==> src/hdl/ffha_pkg.sv <==
// ----------------------------------------------------------------------------
// ffha_pkg: shared types for the first-fit heap allocator
// Segment table entry, request/result payloads and status codes.
// ----------------------------------------------------------------------------
package ffha_pkg;

  typedef struct packed {
    logic [15:0] off;
    logic [16:0] size;
    logic        free;
  } seg_t;

  typedef struct packed {
    logic        func;
    logic [15:0] req_size;
    logic [15:0] free_addr;
  } req_t;

  typedef struct packed {
    logic [15:0] result_addr;
    logic [2:0]  status;
    logic [16:0] bytes_in_use;
  } rsp_t;

  localparam logic       FUNC_ALLOC = 1'b0;
  localparam logic       FUNC_FREE  = 1'b1;

  localparam logic [2:0] ST_OK      = 3'd0;
  localparam logic [2:0] ST_NOFIT   = 3'd1;
  localparam logic [2:0] ST_ZERO    = 3'd2;
  localparam logic [2:0] ST_DOUBLE  = 3'd3;
  localparam logic [2:0] ST_BADADDR = 3'd4;

  localparam logic [12:0] MIN_SPLIT_RESET = 13'd16;
  localparam logic [6:0]  HDR_RESET       = 7'd20;

endpackage

==> src/hdl/ffha_seg_ram.sv <==
// ----------------------------------------------------------------------------
// ffha_seg_ram: segment table storage
// One write port, one read port with registered read data.
// ----------------------------------------------------------------------------
module ffha_seg_ram #(
  parameter int DEPTH = 64,
  parameter int AW    = 6
) (
  input  logic            clk,
  input  logic            we,
  input  logic [AW-1:0]   waddr,
  input  ffha_pkg::seg_t  wdata,
  input  logic [AW-1:0]   raddr,
  output ffha_pkg::seg_t  rdata
);

  ffha_pkg::seg_t mem [DEPTH];
  ffha_pkg::seg_t rdata_r;

  always_ff @(posedge clk) begin
    if (we) begin
      mem[waddr] <= wdata;
    end
    rdata_r <= mem[raddr];
  end

  assign rdata = rdata_r;

endmodule

==> src/hdl/first_fit_heap_allocator.sv <==
// ----------------------------------------------------------------------------
// first_fit_heap_allocator: first-fit segment allocator with split and merge
// Allocate: a size-rounding step (S_DIV), then a read and a check (S_RD, S_CHK)
// per segment scanned. A split moves table entries up (S_MV_RD, S_MV_WR), then
// writes two entries (S_WR1, S_WR0). Free: a read and a check per segment, merge
// checks on the next and previous entries, one table write, then after a merge
// entries moved down; S_DONE posts the result. One request in flight at a time.
// Reset: synchronous; S_INIT writes the initial free segment to the table.
// ----------------------------------------------------------------------------
module first_fit_heap_allocator #(
  parameter int HEAP_BYTES   = 65536,
  parameter int MAX_SEGMENTS = 64,
  parameter int ALIGN_BYTES  = 8
) (
  input  logic                 clk,
  input  logic                 rst_n,
  input  logic                 in_valid,
  output logic                 in_stall,
  input  ffha_pkg::req_t       in_data,
  output logic                 out_valid,
  input  logic                 out_stall,
  output ffha_pkg::rsp_t       out_data,
  input  logic                 cfg_psel,
  input  logic                 cfg_penable,
  input  logic                 cfg_pwrite,
  input  logic [2:0]           cfg_paddr,
  input  logic [31:0]          cfg_pwdata,
  output logic [31:0]          cfg_prdata,
  output logic                 cfg_pready
);

  localparam int IW = (MAX_SEGMENTS > 1) ? $clog2(MAX_SEGMENTS) : 1;
  localparam int CW = $clog2(MAX_SEGMENTS + 1);
  // ceil(2^23 / ALIGN_BYTES): exact quotient for any 17-bit dividend
  localparam int RECIP = ((1 << 23) + ALIGN_BYTES - 1) / ALIGN_BYTES;
  localparam logic [23:0]   RECIP_C   = 24'(RECIP);
  localparam logic [16:0]   ALIGN_17  = 17'(ALIGN_BYTES);
  localparam logic [16:0]   ALIGN_M1  = 17'(ALIGN_BYTES - 1);
  localparam logic [16:0]   INIT_SIZE = 17'(HEAP_BYTES - int'(ffha_pkg::HDR_RESET));
  localparam logic [CW-1:0] MAX_C     = CW'(MAX_SEGMENTS);

  typedef enum logic [3:0] {
    S_INIT, S_IDLE, S_DIV, S_RD, S_CHK, S_NRD, S_NCHK, S_PCHK,
    S_MV_RD, S_MV_WR, S_WR1, S_WR0, S_DONE
  } state_t;

  state_t          state_r;
  logic [12:0]     min_r;
  logic [6:0]      hdr_r;
  logic            func_r;
  logic [15:0]     req_r;
  logic [15:0]     faddr_r;
  logic [16:0]     q_r;
  logic [16:0]     need_r;
  logic [CW-1:0]   count_r;
  logic [16:0]     used_r;
  logic [IW-1:0]   ra_r;
  logic [IW-1:0]   dst_r;
  logic [IW-1:0]   i_r;
  logic [1:0]      nm_r;
  logic            up_r;
  ffha_pkg::seg_t  cur_r;
  ffha_pkg::seg_t  prev_r;
  ffha_pkg::seg_t  nw_r;
  logic [15:0]     addr_r;
  logic [2:0]      st_r;
  logic            out_valid_r;
  ffha_pkg::rsp_t  out_r;

  logic            seg_we;
  logic [IW-1:0]   seg_waddr;
  ffha_pkg::seg_t  seg_wdata;
  ffha_pkg::seg_t  rdata;

  logic            in_acc;
  logic            cfg_wr;
  logic [40:0]     q_prod;
  logic [17:0]     hdr18;
  logic [17:0]     split_lim;
  logic [18:0]     used_sum;
  logic [17:0]     used_v;
  logic [CW-1:0]   ra_c;
  logic [CW-1:0]   i_c;
  logic [CW-1:0]   dst_c;
  logic [16:0]     gsize;

  function automatic logic adj(ffha_pkg::seg_t a, logic [15:0] boff, logic [6:0] h);
    logic [17:0] s;
    s = 18'(a.off) + 18'(h) + 18'(a.size);
    return (s[17:16] == 2'b00) && (s[15:0] == boff);
  endfunction

  assign in_acc   = in_valid && !in_stall;
  assign in_stall = (state_r != S_IDLE);
  assign cfg_wr   = cfg_psel && cfg_penable && cfg_pwrite;
  assign cfg_pready = 1'b1;
  assign cfg_prdata = cfg_paddr[2] ? {25'd0, hdr_r} : {19'd0, min_r};

  assign q_prod    = 41'(17'(req_r) + ALIGN_M1) * 41'(RECIP_C);
  assign hdr18     = 18'(hdr_r);
  assign split_lim = 18'(need_r) + hdr18 + 18'(min_r);
  assign ra_c      = CW'(ra_r);
  assign i_c       = CW'(i_r);
  assign dst_c     = CW'(dst_r);

  // granted size: need on split, whole segment otherwise
  assign gsize = ((18'(rdata.size) >= split_lim) && (count_r < MAX_C)) ? need_r : rdata.size;
  assign used_v = (func_r == ffha_pkg::FUNC_ALLOC) ? (18'(gsize) + hdr18)
                                                   : (18'(rdata.size) + hdr18);
  assign used_sum = 19'(used_r) + 19'(used_v);

  always_comb begin
    seg_we    = 1'b0;
    seg_waddr = dst_r;
    seg_wdata = rdata;
    case (state_r)
      S_INIT: begin
        seg_we    = 1'b1;
        seg_waddr = '0;
        seg_wdata = '{off: 16'd0, size: INIT_SIZE, free: 1'b1};
      end
      S_WR0: begin
        seg_we    = 1'b1;
        seg_waddr = i_r;
        seg_wdata = cur_r;
      end
      S_WR1: begin
        seg_we    = 1'b1;
        seg_waddr = IW'(i_c + CW'(1));
        seg_wdata = nw_r;
      end
      S_MV_WR: begin
        seg_we    = 1'b1;
        seg_waddr = dst_r;
        seg_wdata = rdata;
      end
      default: begin
        seg_we = 1'b0;
      end
    endcase
  end

  ffha_seg_ram #(.DEPTH(MAX_SEGMENTS), .AW(IW)) u_seg_ram (
    .clk   (clk),
    .we    (seg_we),
    .waddr (seg_waddr),
    .wdata (seg_wdata),
    .raddr (ra_r),
    .rdata (rdata)
  );

  always_ff @(posedge clk) begin
    if (!rst_n) begin
      state_r     <= S_INIT;
      min_r       <= ffha_pkg::MIN_SPLIT_RESET;
      hdr_r       <= ffha_pkg::HDR_RESET;
      count_r     <= CW'(1);
      used_r      <= '0;
      out_valid_r <= 1'b0;
      ra_r        <= '0;
    end else begin
      if (cfg_wr) begin
        if (cfg_paddr[2]) hdr_r <= cfg_pwdata[6:0];
        else              min_r <= cfg_pwdata[12:0];
      end
      if (out_valid_r && !out_stall && state_r != S_DONE) out_valid_r <= 1'b0;

      case (state_r)
        S_INIT: begin
          state_r <= S_IDLE;
        end
        S_IDLE: begin
          if (in_acc) begin
            func_r    <= in_data.func;
            req_r     <= in_data.req_size;
            faddr_r   <= in_data.free_addr;
            addr_r    <= '0;
            st_r      <= ffha_pkg::ST_OK;
            nm_r      <= '0;
            ra_r      <= '0;
            if (in_data.func == ffha_pkg::FUNC_ALLOC) begin
              if (in_data.req_size == 16'd0) begin
                st_r    <= ffha_pkg::ST_ZERO;
                state_r <= S_DONE;
              end else begin
                state_r <= S_DIV;
              end
            end else if (in_data.free_addr == 16'd0) begin
              state_r <= S_DONE;
            end else begin
              state_r <= S_RD;
            end
          end
        end
        S_DIV: begin
          q_r     <= q_prod[39:23];
          state_r <= S_RD;
        end
        S_RD: begin
          if (func_r == ffha_pkg::FUNC_ALLOC && ra_r == '0) begin
            need_r <= q_r * ALIGN_17;
          end
          state_r <= S_CHK;
        end
        S_CHK: begin
          if (func_r == ffha_pkg::FUNC_ALLOC) begin
            if (rdata.free && rdata.size >= need_r) begin
              i_r    <= ra_r;
              cur_r  <= '{off: rdata.off, size: gsize, free: 1'b0};
              addr_r <= rdata.off + 16'(hdr_r);
              used_r <= (used_sum > 19'h1FFFF) ? 17'h1FFFF : used_sum[16:0];
              nw_r   <= '{off:  16'(18'(rdata.off) + hdr18 + 18'(need_r)),
                          size: 17'(18'(rdata.size) - 18'(need_r) - hdr18),
                          free: 1'b1};
              if ((18'(rdata.size) >= split_lim) && (count_r < MAX_C)) begin
                count_r <= count_r + CW'(1);
                up_r    <= 1'b1;
                if (count_r >= ra_c + CW'(2)) begin
                  dst_r   <= IW'(count_r);
                  ra_r    <= IW'(count_r - CW'(1));
                  state_r <= S_MV_RD;
                end else begin
                  state_r <= S_WR1;
                end
              end else begin
                state_r <= S_WR0;
              end
            end else if (ra_c + CW'(1) < count_r) begin
              ra_r    <= ra_r + IW'(1);
              state_r <= S_RD;
            end else begin
              st_r    <= ffha_pkg::ST_NOFIT;
              state_r <= S_DONE;
            end
          end else begin
            if ((rdata.off + 16'(hdr_r)) == faddr_r) begin
              if (rdata.free) begin
                st_r    <= ffha_pkg::ST_DOUBLE;
                state_r <= S_DONE;
              end else begin
                i_r    <= ra_r;
                cur_r  <= '{off: rdata.off, size: rdata.size, free: 1'b1};
                used_r <= (used_v > 18'(used_r)) ? 17'd0 : 17'(18'(used_r) - used_v);
                up_r   <= 1'b0;
                if (ra_c + CW'(1) < count_r) begin
                  ra_r    <= ra_r + IW'(1);
                  state_r <= S_NRD;
                end else begin
                  state_r <= S_PCHK;
                end
              end
            end else begin
              prev_r <= rdata;
              if (ra_c + CW'(1) < count_r) begin
                ra_r    <= ra_r + IW'(1);
                state_r <= S_RD;
              end else begin
                st_r    <= ffha_pkg::ST_BADADDR;
                state_r <= S_DONE;
              end
            end
          end
        end
        S_NRD: begin
          state_r <= S_NCHK;
        end
        S_NCHK: begin
          if (rdata.free && adj(cur_r, rdata.off, hdr_r)) begin
            cur_r.size <= 17'(18'(cur_r.size) + hdr18 + 18'(rdata.size));
            nm_r       <= 2'd1;
          end
          state_r <= S_PCHK;
        end
        S_PCHK: begin
          if (i_r != '0 && prev_r.free && adj(prev_r, cur_r.off, hdr_r)) begin
            cur_r   <= '{off:  prev_r.off,
                         size: 17'(18'(prev_r.size) + hdr18 + 18'(cur_r.size)),
                         free: 1'b1};
            i_r     <= i_r - IW'(1);
            nm_r    <= nm_r + 2'd1;
            count_r <= count_r - CW'(nm_r) - CW'(1);
          end else begin
            count_r <= count_r - CW'(nm_r);
          end
          state_r <= S_WR0;
        end
        S_MV_RD: begin
          state_r <= S_MV_WR;
        end
        S_MV_WR: begin
          if (up_r) begin
            if (dst_c > i_c + CW'(2)) begin
              dst_r   <= dst_r - IW'(1);
              ra_r    <= ra_r - IW'(1);
              state_r <= S_MV_RD;
            end else begin
              state_r <= S_WR1;
            end
          end else begin
            if (dst_c + CW'(1) < count_r) begin
              dst_r   <= dst_r + IW'(1);
              ra_r    <= ra_r + IW'(1);
              state_r <= S_MV_RD;
            end else begin
              state_r <= S_DONE;
            end
          end
        end
        S_WR1: begin
          state_r <= S_WR0;
        end
        S_WR0: begin
          if (func_r == ffha_pkg::FUNC_FREE && nm_r != 2'd0 && i_c + CW'(1) < count_r) begin
            dst_r   <= i_r + IW'(1);
            ra_r    <= IW'(i_c + CW'(1) + CW'(nm_r));
            state_r <= S_MV_RD;
          end else begin
            state_r <= S_DONE;
          end
        end
        S_DONE: begin
          if (!out_valid_r || !out_stall) begin
            out_valid_r <= 1'b1;
            out_r       <= '{result_addr: addr_r, status: st_r, bytes_in_use: used_r};
            state_r     <= S_IDLE;
          end
        end
        default: begin
          state_r <= S_IDLE;
        end
      endcase
    end
  end

  assign out_valid = out_valid_r;
  assign out_data  = out_r;

`ifndef ASSERT_OFF
  a_count_range: assert property (@(posedge clk) disable iff (!rst_n)
    (count_r != '0) && (count_r <= MAX_C))
    else $error("segment count out of range");

  a_we_states: assert property (@(posedge clk) disable iff (!rst_n)
    seg_we |-> (state_r == S_INIT || state_r == S_WR0 || state_r == S_WR1 ||
                state_r == S_MV_WR))
    else $error("table write outside a write state");

  a_busy_after_acc: assert property (@(posedge clk) disable iff (!rst_n)
    in_acc |=> (state_r != S_IDLE))
    else $error("request accepted without leaving idle");

  a_done_posts: assert property (@(posedge clk) disable iff (!rst_n)
    (state_r == S_DONE && !(out_valid_r && out_stall)) |=> out_valid_r)
    else $error("result not posted on completion");
`endif

endmodule
==> config.mk <==
export PLATFORM = sky130hd
export DESIGN_NAME = first_fit_heap_allocator
export DESIGN_NICKNAME = d
export VERILOG_FILES = /design/src/hdl/ffha_pkg.sv /design/src/hdl/ffha_seg_ram.sv /design/src/hdl/first_fit_heap_allocator.sv
export SDC_FILE = /design/constraint.sdc
export NUM_CORES = 2
export LEC_CHECK = 0
export ABC_CLOCK_PERIOD_IN_PS = 9400
export CORE_MARGIN = 2
export CORE_UTILIZATION = 50
export CTS_CLUSTER_SIZE = 20
export DETAILED_ROUTE_END_ITERATION = 7
export DONT_BUFFER_PORTS = 1
export PLACE_DENSITY_LB_ADDON = 0.15
export RECOVER_POWER = 100
export SYNTH_ARGS = -nofsm -noshare
export SYNTH_HDL_FRONTEND = slang
export SYNTH_SLANG_ARGS = --single-unit
export TNS_END_PERCENT = 20
==> constraint.sdc <==
create_clock -name clk -period 9.4 [get_ports clk]
set_input_delay 2.82 -clock clk [delete_from_list [all_inputs] [get_ports clk]]
set_output_delay 2.82 -clock clk [all_outputs]
set_load 0.005 [all_outputs]
* Word-level counts from Yosys, hierarchy flattened *
Memory sizes are Yosys's and may differ from the RTL's. A register that Yosys moved wholly into a read port is not among the register bits.
Index checks and enable logic that the tools add are counted.

word-level totals
  bits in registers = 287
  bits in writable memories = 2176
  bits of input ports = 75
  memories = 1

cells by class
  $add $sub $neg = 37
  $lt $le $gt $ge = 10
  equal/unequal tests = 40
  multiplexer cells = 100
  bitwise logic cells = 3
  reductions and logical operators = 56

memory list
  name           depth  width  read ports  clocked after Yosys merged registers in  write ports  line                text
  u_seg_ram.mem  64     34     1           1                                        1            ffha_seg_ram.sv:17  ffha_pkg::seg_t mem [DEPTH];

operators by type and width
  cell                   count
  $mux W34               5
  $mux W6                25
  $mux W17               8
  $pmux W34 S3           1
  $pmux W16 S2           2
  $add A17 B7 Y18        3
  $pmux W17 S3           1
  $eq A16 B16 Y1         3
  $mux W16               3
  $mux W4                12
  $pmux W4 S11           1
  $add A17 B17 Y18       2
  $pmux W6 S3            2
  $add A16 B7 Y17        2
  $add A17 B17 Y17       2
  $add A17 B7 Y17        2
  $sub A17 B17 Y17       2
  $add A16 B7 Y16        2
  $logic_not A16 Y1      2
  $mux W7                4
  $mux W3                9
  $ne A3 B3 Y1 const B   8
  $pmux W6 S4            1
  $sub A6 B1 Y6 const B  4
  other kinds (60)       140

* Longest topological paths before layout *
  depth in word-level cells = 12
  depth in mapped cells = 47
  gate-level depth less buffers = 44

* Modules after synthesis *
From an unflattened synthesis, not the netlist that was laid out.

unflattened totals
  cell total of the unflattened synthesis = 6458
  area total of the unflattened synthesis = 108770.6 um^2

modules (own cells, without submodules)
  module                    times used  cells each  area each (um^2)  seq. area each (um^2)
  ffha_seg_ram              1           3767        83681.5           66023.3
  first_fit_heap_allocator  1           2691        25089.1           8067.7

* Least setup slack after synthesis *
OpenSTA, ideal clock, no wires.

  kind = reg2reg
  start = register hdr_r[3]
  end = register used_r[8]
  arrival time = 9836 ps
  data required time = 9283 ps
  setup slack = -553 ps
  cell stages (with the launch flop) = 46
  buffers on the path = 5
  cell sequence = dfxtp_1 -> inv_1 -> fa_1 -> inv_1 -> ha_1 -> a21oi_1 -> o21ai_0 -> a21oi_1 -> o21bai_1 -> a211oi_1 -> o21ai_0 -> a31o_2 -> a21oi_1 -> xnor2_1 -> ha_1 -> a2111oi_0 -> o221a_2 -> o41ai_1 -> [10 not listed] -> o21ai_0 -> a21boi_0 -> or2_2 -> clkbuf_1 -> nand3_1 -> xnor2_1 -> mux2i_1 -> ha_1 -> buf_2 -> or4_1 -> or2_0 -> a2111oi_0 -> o31ai_1 -> or4b_1 -> mux2i_2 -> buf_4 -> nand2_1 -> a32o_1

on the way
  word-level cells in the longest chain between the ends = 12
  elaborated cells on any way between the ends = 22

RTL lines
  what                                               line                                                              text
  start, declared                                    first_fit_heap_allocator.sv:49                                    logic [6:0] hdr_r;
  start signal, assigned                             first_fit_heap_allocator.sv:156                                   hdr_r <= ffha_pkg::HDR_RESET;
  start signal, assigned                             first_fit_heap_allocator.sv:163                                   if (cfg_paddr[2]) hdr_r <= cfg_pwdata[6:0];
  $add A17 B7 Y18                                    first_fit_heap_allocator.sv:101                                   assign split_lim = 18'(need_r) + hdr18 + 18'(min_r);
  $add A18 B13 Y18                                   first_fit_heap_allocator.sv:101
  $ge A17 B18 Y1                                     first_fit_heap_allocator.sv:107                                   assign gsize = ((18'(rdata.size) >= split_lim) && (count_r < MAX_C)) ? need_r : rdata.size;
  $logic_and A1 B1 Y1                                first_fit_heap_allocator.sv:107
  $mux W17                                           first_fit_heap_allocator.sv:107
  $add A17 B7 Y18                                    first_fit_heap_allocator.sv:108                                   assign used_v = (func_r == ffha_pkg::FUNC_ALLOC) ? (18'(gsize) + hdr18)
  $mux W18                                           first_fit_heap_allocator.sv:108
  $add A17 B18 Y19, or another cell as far along     first_fit_heap_allocator.sv:110                                   assign used_sum = 19'(used_r) + 19'(used_v);
  $gt A19 B17 Y1 / $mux W17 (equally long branches)  first_fit_heap_allocator.sv:211, first_fit_heap_allocator.sv:243
  $mux W17 (on tied branches)                        first_fit_heap_allocator.sv:211, first_fit_heap_allocator.sv:237
  $mux W17 (on tied branches)                        first_fit_heap_allocator.sv:207, first_fit_heap_allocator.sv:236
  $mux W17                                           first_fit_heap_allocator.sv:206                                   if (func_r == ffha_pkg::FUNC_ALLOC) begin
  end signal, assigned                               first_fit_heap_allocator.sv:211                                   used_r <= (used_sum > 19'h1FFFF) ? 17'h1FFFF : used_sum[16:0];
  end signal, assigned                               first_fit_heap_allocator.sv:243                                   used_r <= (used_v > 18'(used_r)) ? 17'd0 : 17'(18'(used_r) - used_v);
  end, declared                                      first_fit_heap_allocator.sv:56                                    logic [16:0] used_r;

Parallel ways exist; a longest one is shown, timed or not. The select of a mux whose other input is x is not followed.
A chain may end at the register's enable or synchronous reset.

* Worst setup path after layout *
  start = register need_r[3]
  end = register used_r[7]

on the way
  word-level cells in the longest chain between the ends = 12
  elaborated cells on any way between the ends = 21

RTL lines
  what                                               line                                                              text
  start, declared                                    first_fit_heap_allocator.sv:54                                    logic [16:0] need_r;
  start signal, assigned                             first_fit_heap_allocator.sv:201                                   need_r <= q_r * ALIGN_17;
  $add A17 B7 Y18                                    first_fit_heap_allocator.sv:101
  $add A18 B13 Y18                                   first_fit_heap_allocator.sv:101
  $ge A17 B18 Y1                                     first_fit_heap_allocator.sv:107
  $logic_and A1 B1 Y1                                first_fit_heap_allocator.sv:107
  $mux W17                                           first_fit_heap_allocator.sv:107
  $add A17 B7 Y18                                    first_fit_heap_allocator.sv:108
  $mux W18                                           first_fit_heap_allocator.sv:108
  $add A17 B18 Y19, or another cell as far along     first_fit_heap_allocator.sv:110
  $gt A19 B17 Y1 / $mux W17 (equally long branches)  first_fit_heap_allocator.sv:211, first_fit_heap_allocator.sv:243
  $mux W17 (on tied branches)                        first_fit_heap_allocator.sv:211, first_fit_heap_allocator.sv:237
  $mux W17 (on tied branches)                        first_fit_heap_allocator.sv:207, first_fit_heap_allocator.sv:236
  $mux W17                                           first_fit_heap_allocator.sv:206

Parallel ways exist; a longest one is shown, timed or not. The select of a mux whose other input is x is not followed.

==> results.sh <==
export IMPL_run_status="finished with violations"
export IMPL_failing_checks="max-capacitance violations, max-slew violations"
export IMPL_vias_in_the_first_global_route=56825
export IMPL_crit_slowest_cell="sky130_fd_sc_hd__fa_1"
export IMPL_route_detailed_wl_per_inst_um=29.4
export IMPL_ant_nets=0
export IMPL_number_of_failing_hold_endpoints_at_the_final_stage=0
export IMPL_final_setup_skew_ps=55.2
export IMPL_critical_path_required_ps=10190
export IMPL_areaGrowthSynthToFinish_pct=12.0
export IMPL_critPathCapture="used_r[7]"
export IMPL_cts_root_buffer_cell="sky130_fd_sc_hd__clkbuf_16"
export IMPL_hpwl_um=164000
export IMPL_grt_overflow_total=0
export IMPL_tritoncts_buffer_count=278
export IMPL_die_height_um=469
export IMPL_antenna_violations_before_repair=11
export IMPL_internal_power_consumption_uw=18500
export IMPL_criticalPathCategory="reg -> reg"
export IMPL_postPlaceCellArea_um2=114000
export IMPL_total_routing_resource_utilization_after_global_routing=0.245
export IMPL_r2r_cells=40
export IMPL_origin_of_the_worst_setup_path="need_r[3]"
export IMPL_final_common_cell="sky130_fd_sc_hd__edfxtp_1"
export IMPL_floorplan_die_width_um=469
export IMPL_dieArea_um2=220000
export IMPL_placeableCoreArea_um2=215000
export IMPL_worst_path_max_fanout=5
export IMPL_share_clk_of_total_power=0.431
export IMPL_critical_path_max_stage_delay_ps=600
export IMPL_crit_reg2reg_capture="used_r[7]"
export IMPL_gpl_final_weighted_congestion=0.892
export IMPL_overall_via_count_from_detail_route=56283
export IMPL_global_route_wire_length_before_repair_um=393000
export IMPL_slew_violations=4474
export IMPL_final_cell_mix="sky130_fd_sc_hd__edfxtp_1, sky130_fd_sc_hd__mux4_2, sky130_fd_sc_hd__ha_1"
export IMPL_ff2ff_setup_slack_ps=400
export IMPL_vdd_drop_max_uv=137
export IMPL_synth_cell_types=93
export IMPL_starting_density_of_the_core=0.504
export IMPL_finalWirelength_um=270000
export IMPL_seq_area_frac_synth=0.684
export IMPL_tightestPinTransition_ps=3760
export IMPL_detailedRoute_firstPassIterationCount=5
export IMPL_yosys_warnings=0
export IMPL_power_combinational_fraction=0.039
export IMPL_crit_path_start_kind="register"
export IMPL_worst_setup_path_end_kind="register"
export IMPL_clock_sinks=2497
export IMPL_clkTransAtPathRegs_ps=60
export IMPL_clk_latency_worst_skew_pair_ps=920
export IMPL_vias_per_cell=6.12
export IMPL_synth_ff_latch_count=2497
export IMPL_total_switching_power_uw=4890
export IMPL_cap_viol_max_count=100
export IMPL_cts_max_path_buffers=4
export IMPL_power_per_cell_area_nw_per_um2=193
export IMPL_power_switching_share=0.209
export IMPL_timing_final_setup_violations=0
export IMPL_fin_crit_sh=0.957
export IMPL_cts_max_level=5
export IMPL_cts_tree="yes"
export IMPL_total_power_uw=23400
export IMPL_worst_hold_path_type="reg -> reg"
export IMPL_postSynthCellCount=5901
export IMPL_remaining_drc_errors=0
export IMPL_synth_area_um2=108000
export IMPL_num_io_pins=146
export IMPL_postLayoutCellArea_um2=121000
export IMPL_maxSlewHeadroom=-1.50
export IMPL_synth_main_ff_cell="sky130_fd_sc_hd__edfxtp_1"
export IMPL_period_needed_ps=9000
export IMPL_average_size_of_a_mapped_cell_um2=18.4
export IMPL_port_buffers=0
export IMPL_power_leakage_uw=0.0386
export IMPL_drive_above_1_share=0.215
export IMPL_startpoint_of_the_most_critical_register_to_register_path="need_r[3]"
export IMPL_crit_arrival_ps=9790
export IMPL_asyncSetResetFlopFracSynth=0
export IMPL_fmax_mhz=111
export IMPL_pin_count_of_the_biggest_net_entering_global_routing=128
export IMPL_number_of_placement_rows=170
export IMPL_synth_edf_count=2408
export IMPL_postCtsHoldBufs=0
export IMPL_drt_initial_drc_count=5789
export IMPL_power_sequential_fraction=0.530
export IMPL_finalNetCount=6609
routing by layer:
layer | GRT usage | up-vias | share of wire
met5 | 0 | - | 0.00010
met4 | 0.0772 | 4 | 0.030
met3 | 0.0437 | 418 | 0.069
met2 | 0.402 | 1990 | 0.49
met1 | 0.335 | 29599 | 0.41
li1 | - | 24272 | -
critical path, delay by kind of cell, from the launching register on:
kind | cells | cell delay [ps]
buffers and inverters | 6 | 700
muxes | 2 | 380
DFF | 1 | 340
and+or+nand+nor | 9 | 2240
xor gates and xnor gates | 2 | 300
adders and majority gates | 5 | 1870
AOI/OAI and AO/OA | 16 | 3040
worst min path at each step:
stage	from	to	slack, ps	cells after the start
2_1_floorplan	q_r[7]	need_r[10]	400	0
3_3_place_gp	addr_r[6]	out_data[26]	400	0
3_5_place_dp	addr_r[1]	out_data[21]	400	0
4_1_cts	addr_r[1]	out_data[21]	410	0
5_1_grt	addr_r[1]	out_data[21]	410	0
6_report	addr_r[1]	out_data[21]	400	0
sequential cells by signal (all words and copies together), names as in the netlist, 7 cells and up:
register and cells:
hdr_r 7, addr_r 16, used_r 17, req_r 16
prev_r 34, u_seg_ram.rdata 34, q_r 14, u_seg_ram.mem 2176
min_r 13, nw_r 33, cur_r 34, faddr_r 16
need_r 14, count_r 7, out_data 36
power groups by stage:
stage                     logic [µW]  clock network [µW]  registers, µW
after floorplan                  560                   0          12600
after global placement           891                   0          12600
after detailed placement         918                   0          12600
after CTS                        925               10300          12400
after global routing             998               10700          12400
final                            911               10100          12400
metrics by stage:
step                      utilization  setup WS (ps)  std cells  TNS (ps)  hold slack (ps)
after floorplan                     -           6.69       5919         0              400
after global placement          0.528           -343       8711     -3610              404
after detailed placement        0.528           -286       8711     -2830              405
after CTS                       0.567           29.6       9180         0              408
after global routing            0.564          -87.1       9187      -301              410
final                           0.564            403       9192         0              405
synth_stat cells (16+ instances only):
cell type                     n  area [µm²]
sky130_fd_sc_hd__nor2b_1     29         181
sky130_fd_sc_hd__xnor2_1    176        1540
sky130_fd_sc_hd__buf_4       21         158
sky130_fd_sc_hd__a31oi_1     24         150
sky130_fd_sc_hd__xor2_1      72         631
sky130_fd_sc_hd__nand4_1     29         181
sky130_fd_sc_hd__buf_1       63         236
sky130_fd_sc_hd__ha_1       319        3990
sky130_fd_sc_hd__nor2_1     263         987
sky130_fd_sc_hd__edfxtp_1  2408       72300
sky130_fd_sc_hd__o21a_1      32         240
sky130_fd_sc_hd__nand2b_1    23         144
sky130_fd_sc_hd__nor4_1      16         100
sky130_fd_sc_hd__o211ai_1    25         188
sky130_fd_sc_hd__nand2_1    292        1100
sky130_fd_sc_hd__nor3_1      71         355
sky130_fd_sc_hd__clkbuf_1   188         706
sky130_fd_sc_hd__fa_1        55        1100
sky130_fd_sc_hd__a32o_1      17         170
sky130_fd_sc_hd__inv_1      179         672
sky130_fd_sc_hd__a211oi_1    27         203
sky130_fd_sc_hd__mux4_2     714       16100
sky130_fd_sc_hd__o21bai_1    21         158
sky130_fd_sc_hd__and3_1      19         119
sky130_fd_sc_hd__dfxtp_1     89        1780
sky130_fd_sc_hd__mux2i_1     58         581
sky130_fd_sc_hd__a21oi_1    141         706
sky130_fd_sc_hd__or3_1       21         131
sky130_fd_sc_hd__a21o_1      43         323
sky130_fd_sc_hd__o21ai_0    156         781
sky130_fd_sc_hd__nand3_1     71         355
what timing repair did:
| item | in CTS | in global routing |
|---|---|---|
| resized for setup | 12 | 34 |
| setup buffers | 2 | 6 |
| setup endpoints to repair | 15 | 17 |
| pin swaps | 3 | 21 |
cell type report:
class / count / area (µm²)
diodes: 7 / 17.5
clock buffers: 341 / 7380
clock inverters: 126 / 918
fillers: 16212 / 93800
inverters: 183 / 687
multi-input cells: 2959 / 33200
flip-flops and latches: 2497 / 74100
well taps: 2838 / 3550
repair buffers: 241 / 1460
kinds of logic after synthesis:
family,share of synthesized area
flops,0.684
simple gates,0.0392
mux,0.155
compound gates,0.0375
buf+inv,0.0169
fa+ha+maj,0.0470
xor+xnor,0.0203
other cells,0.0000693
No activity file was read; power rests on OpenSTA's default activity.
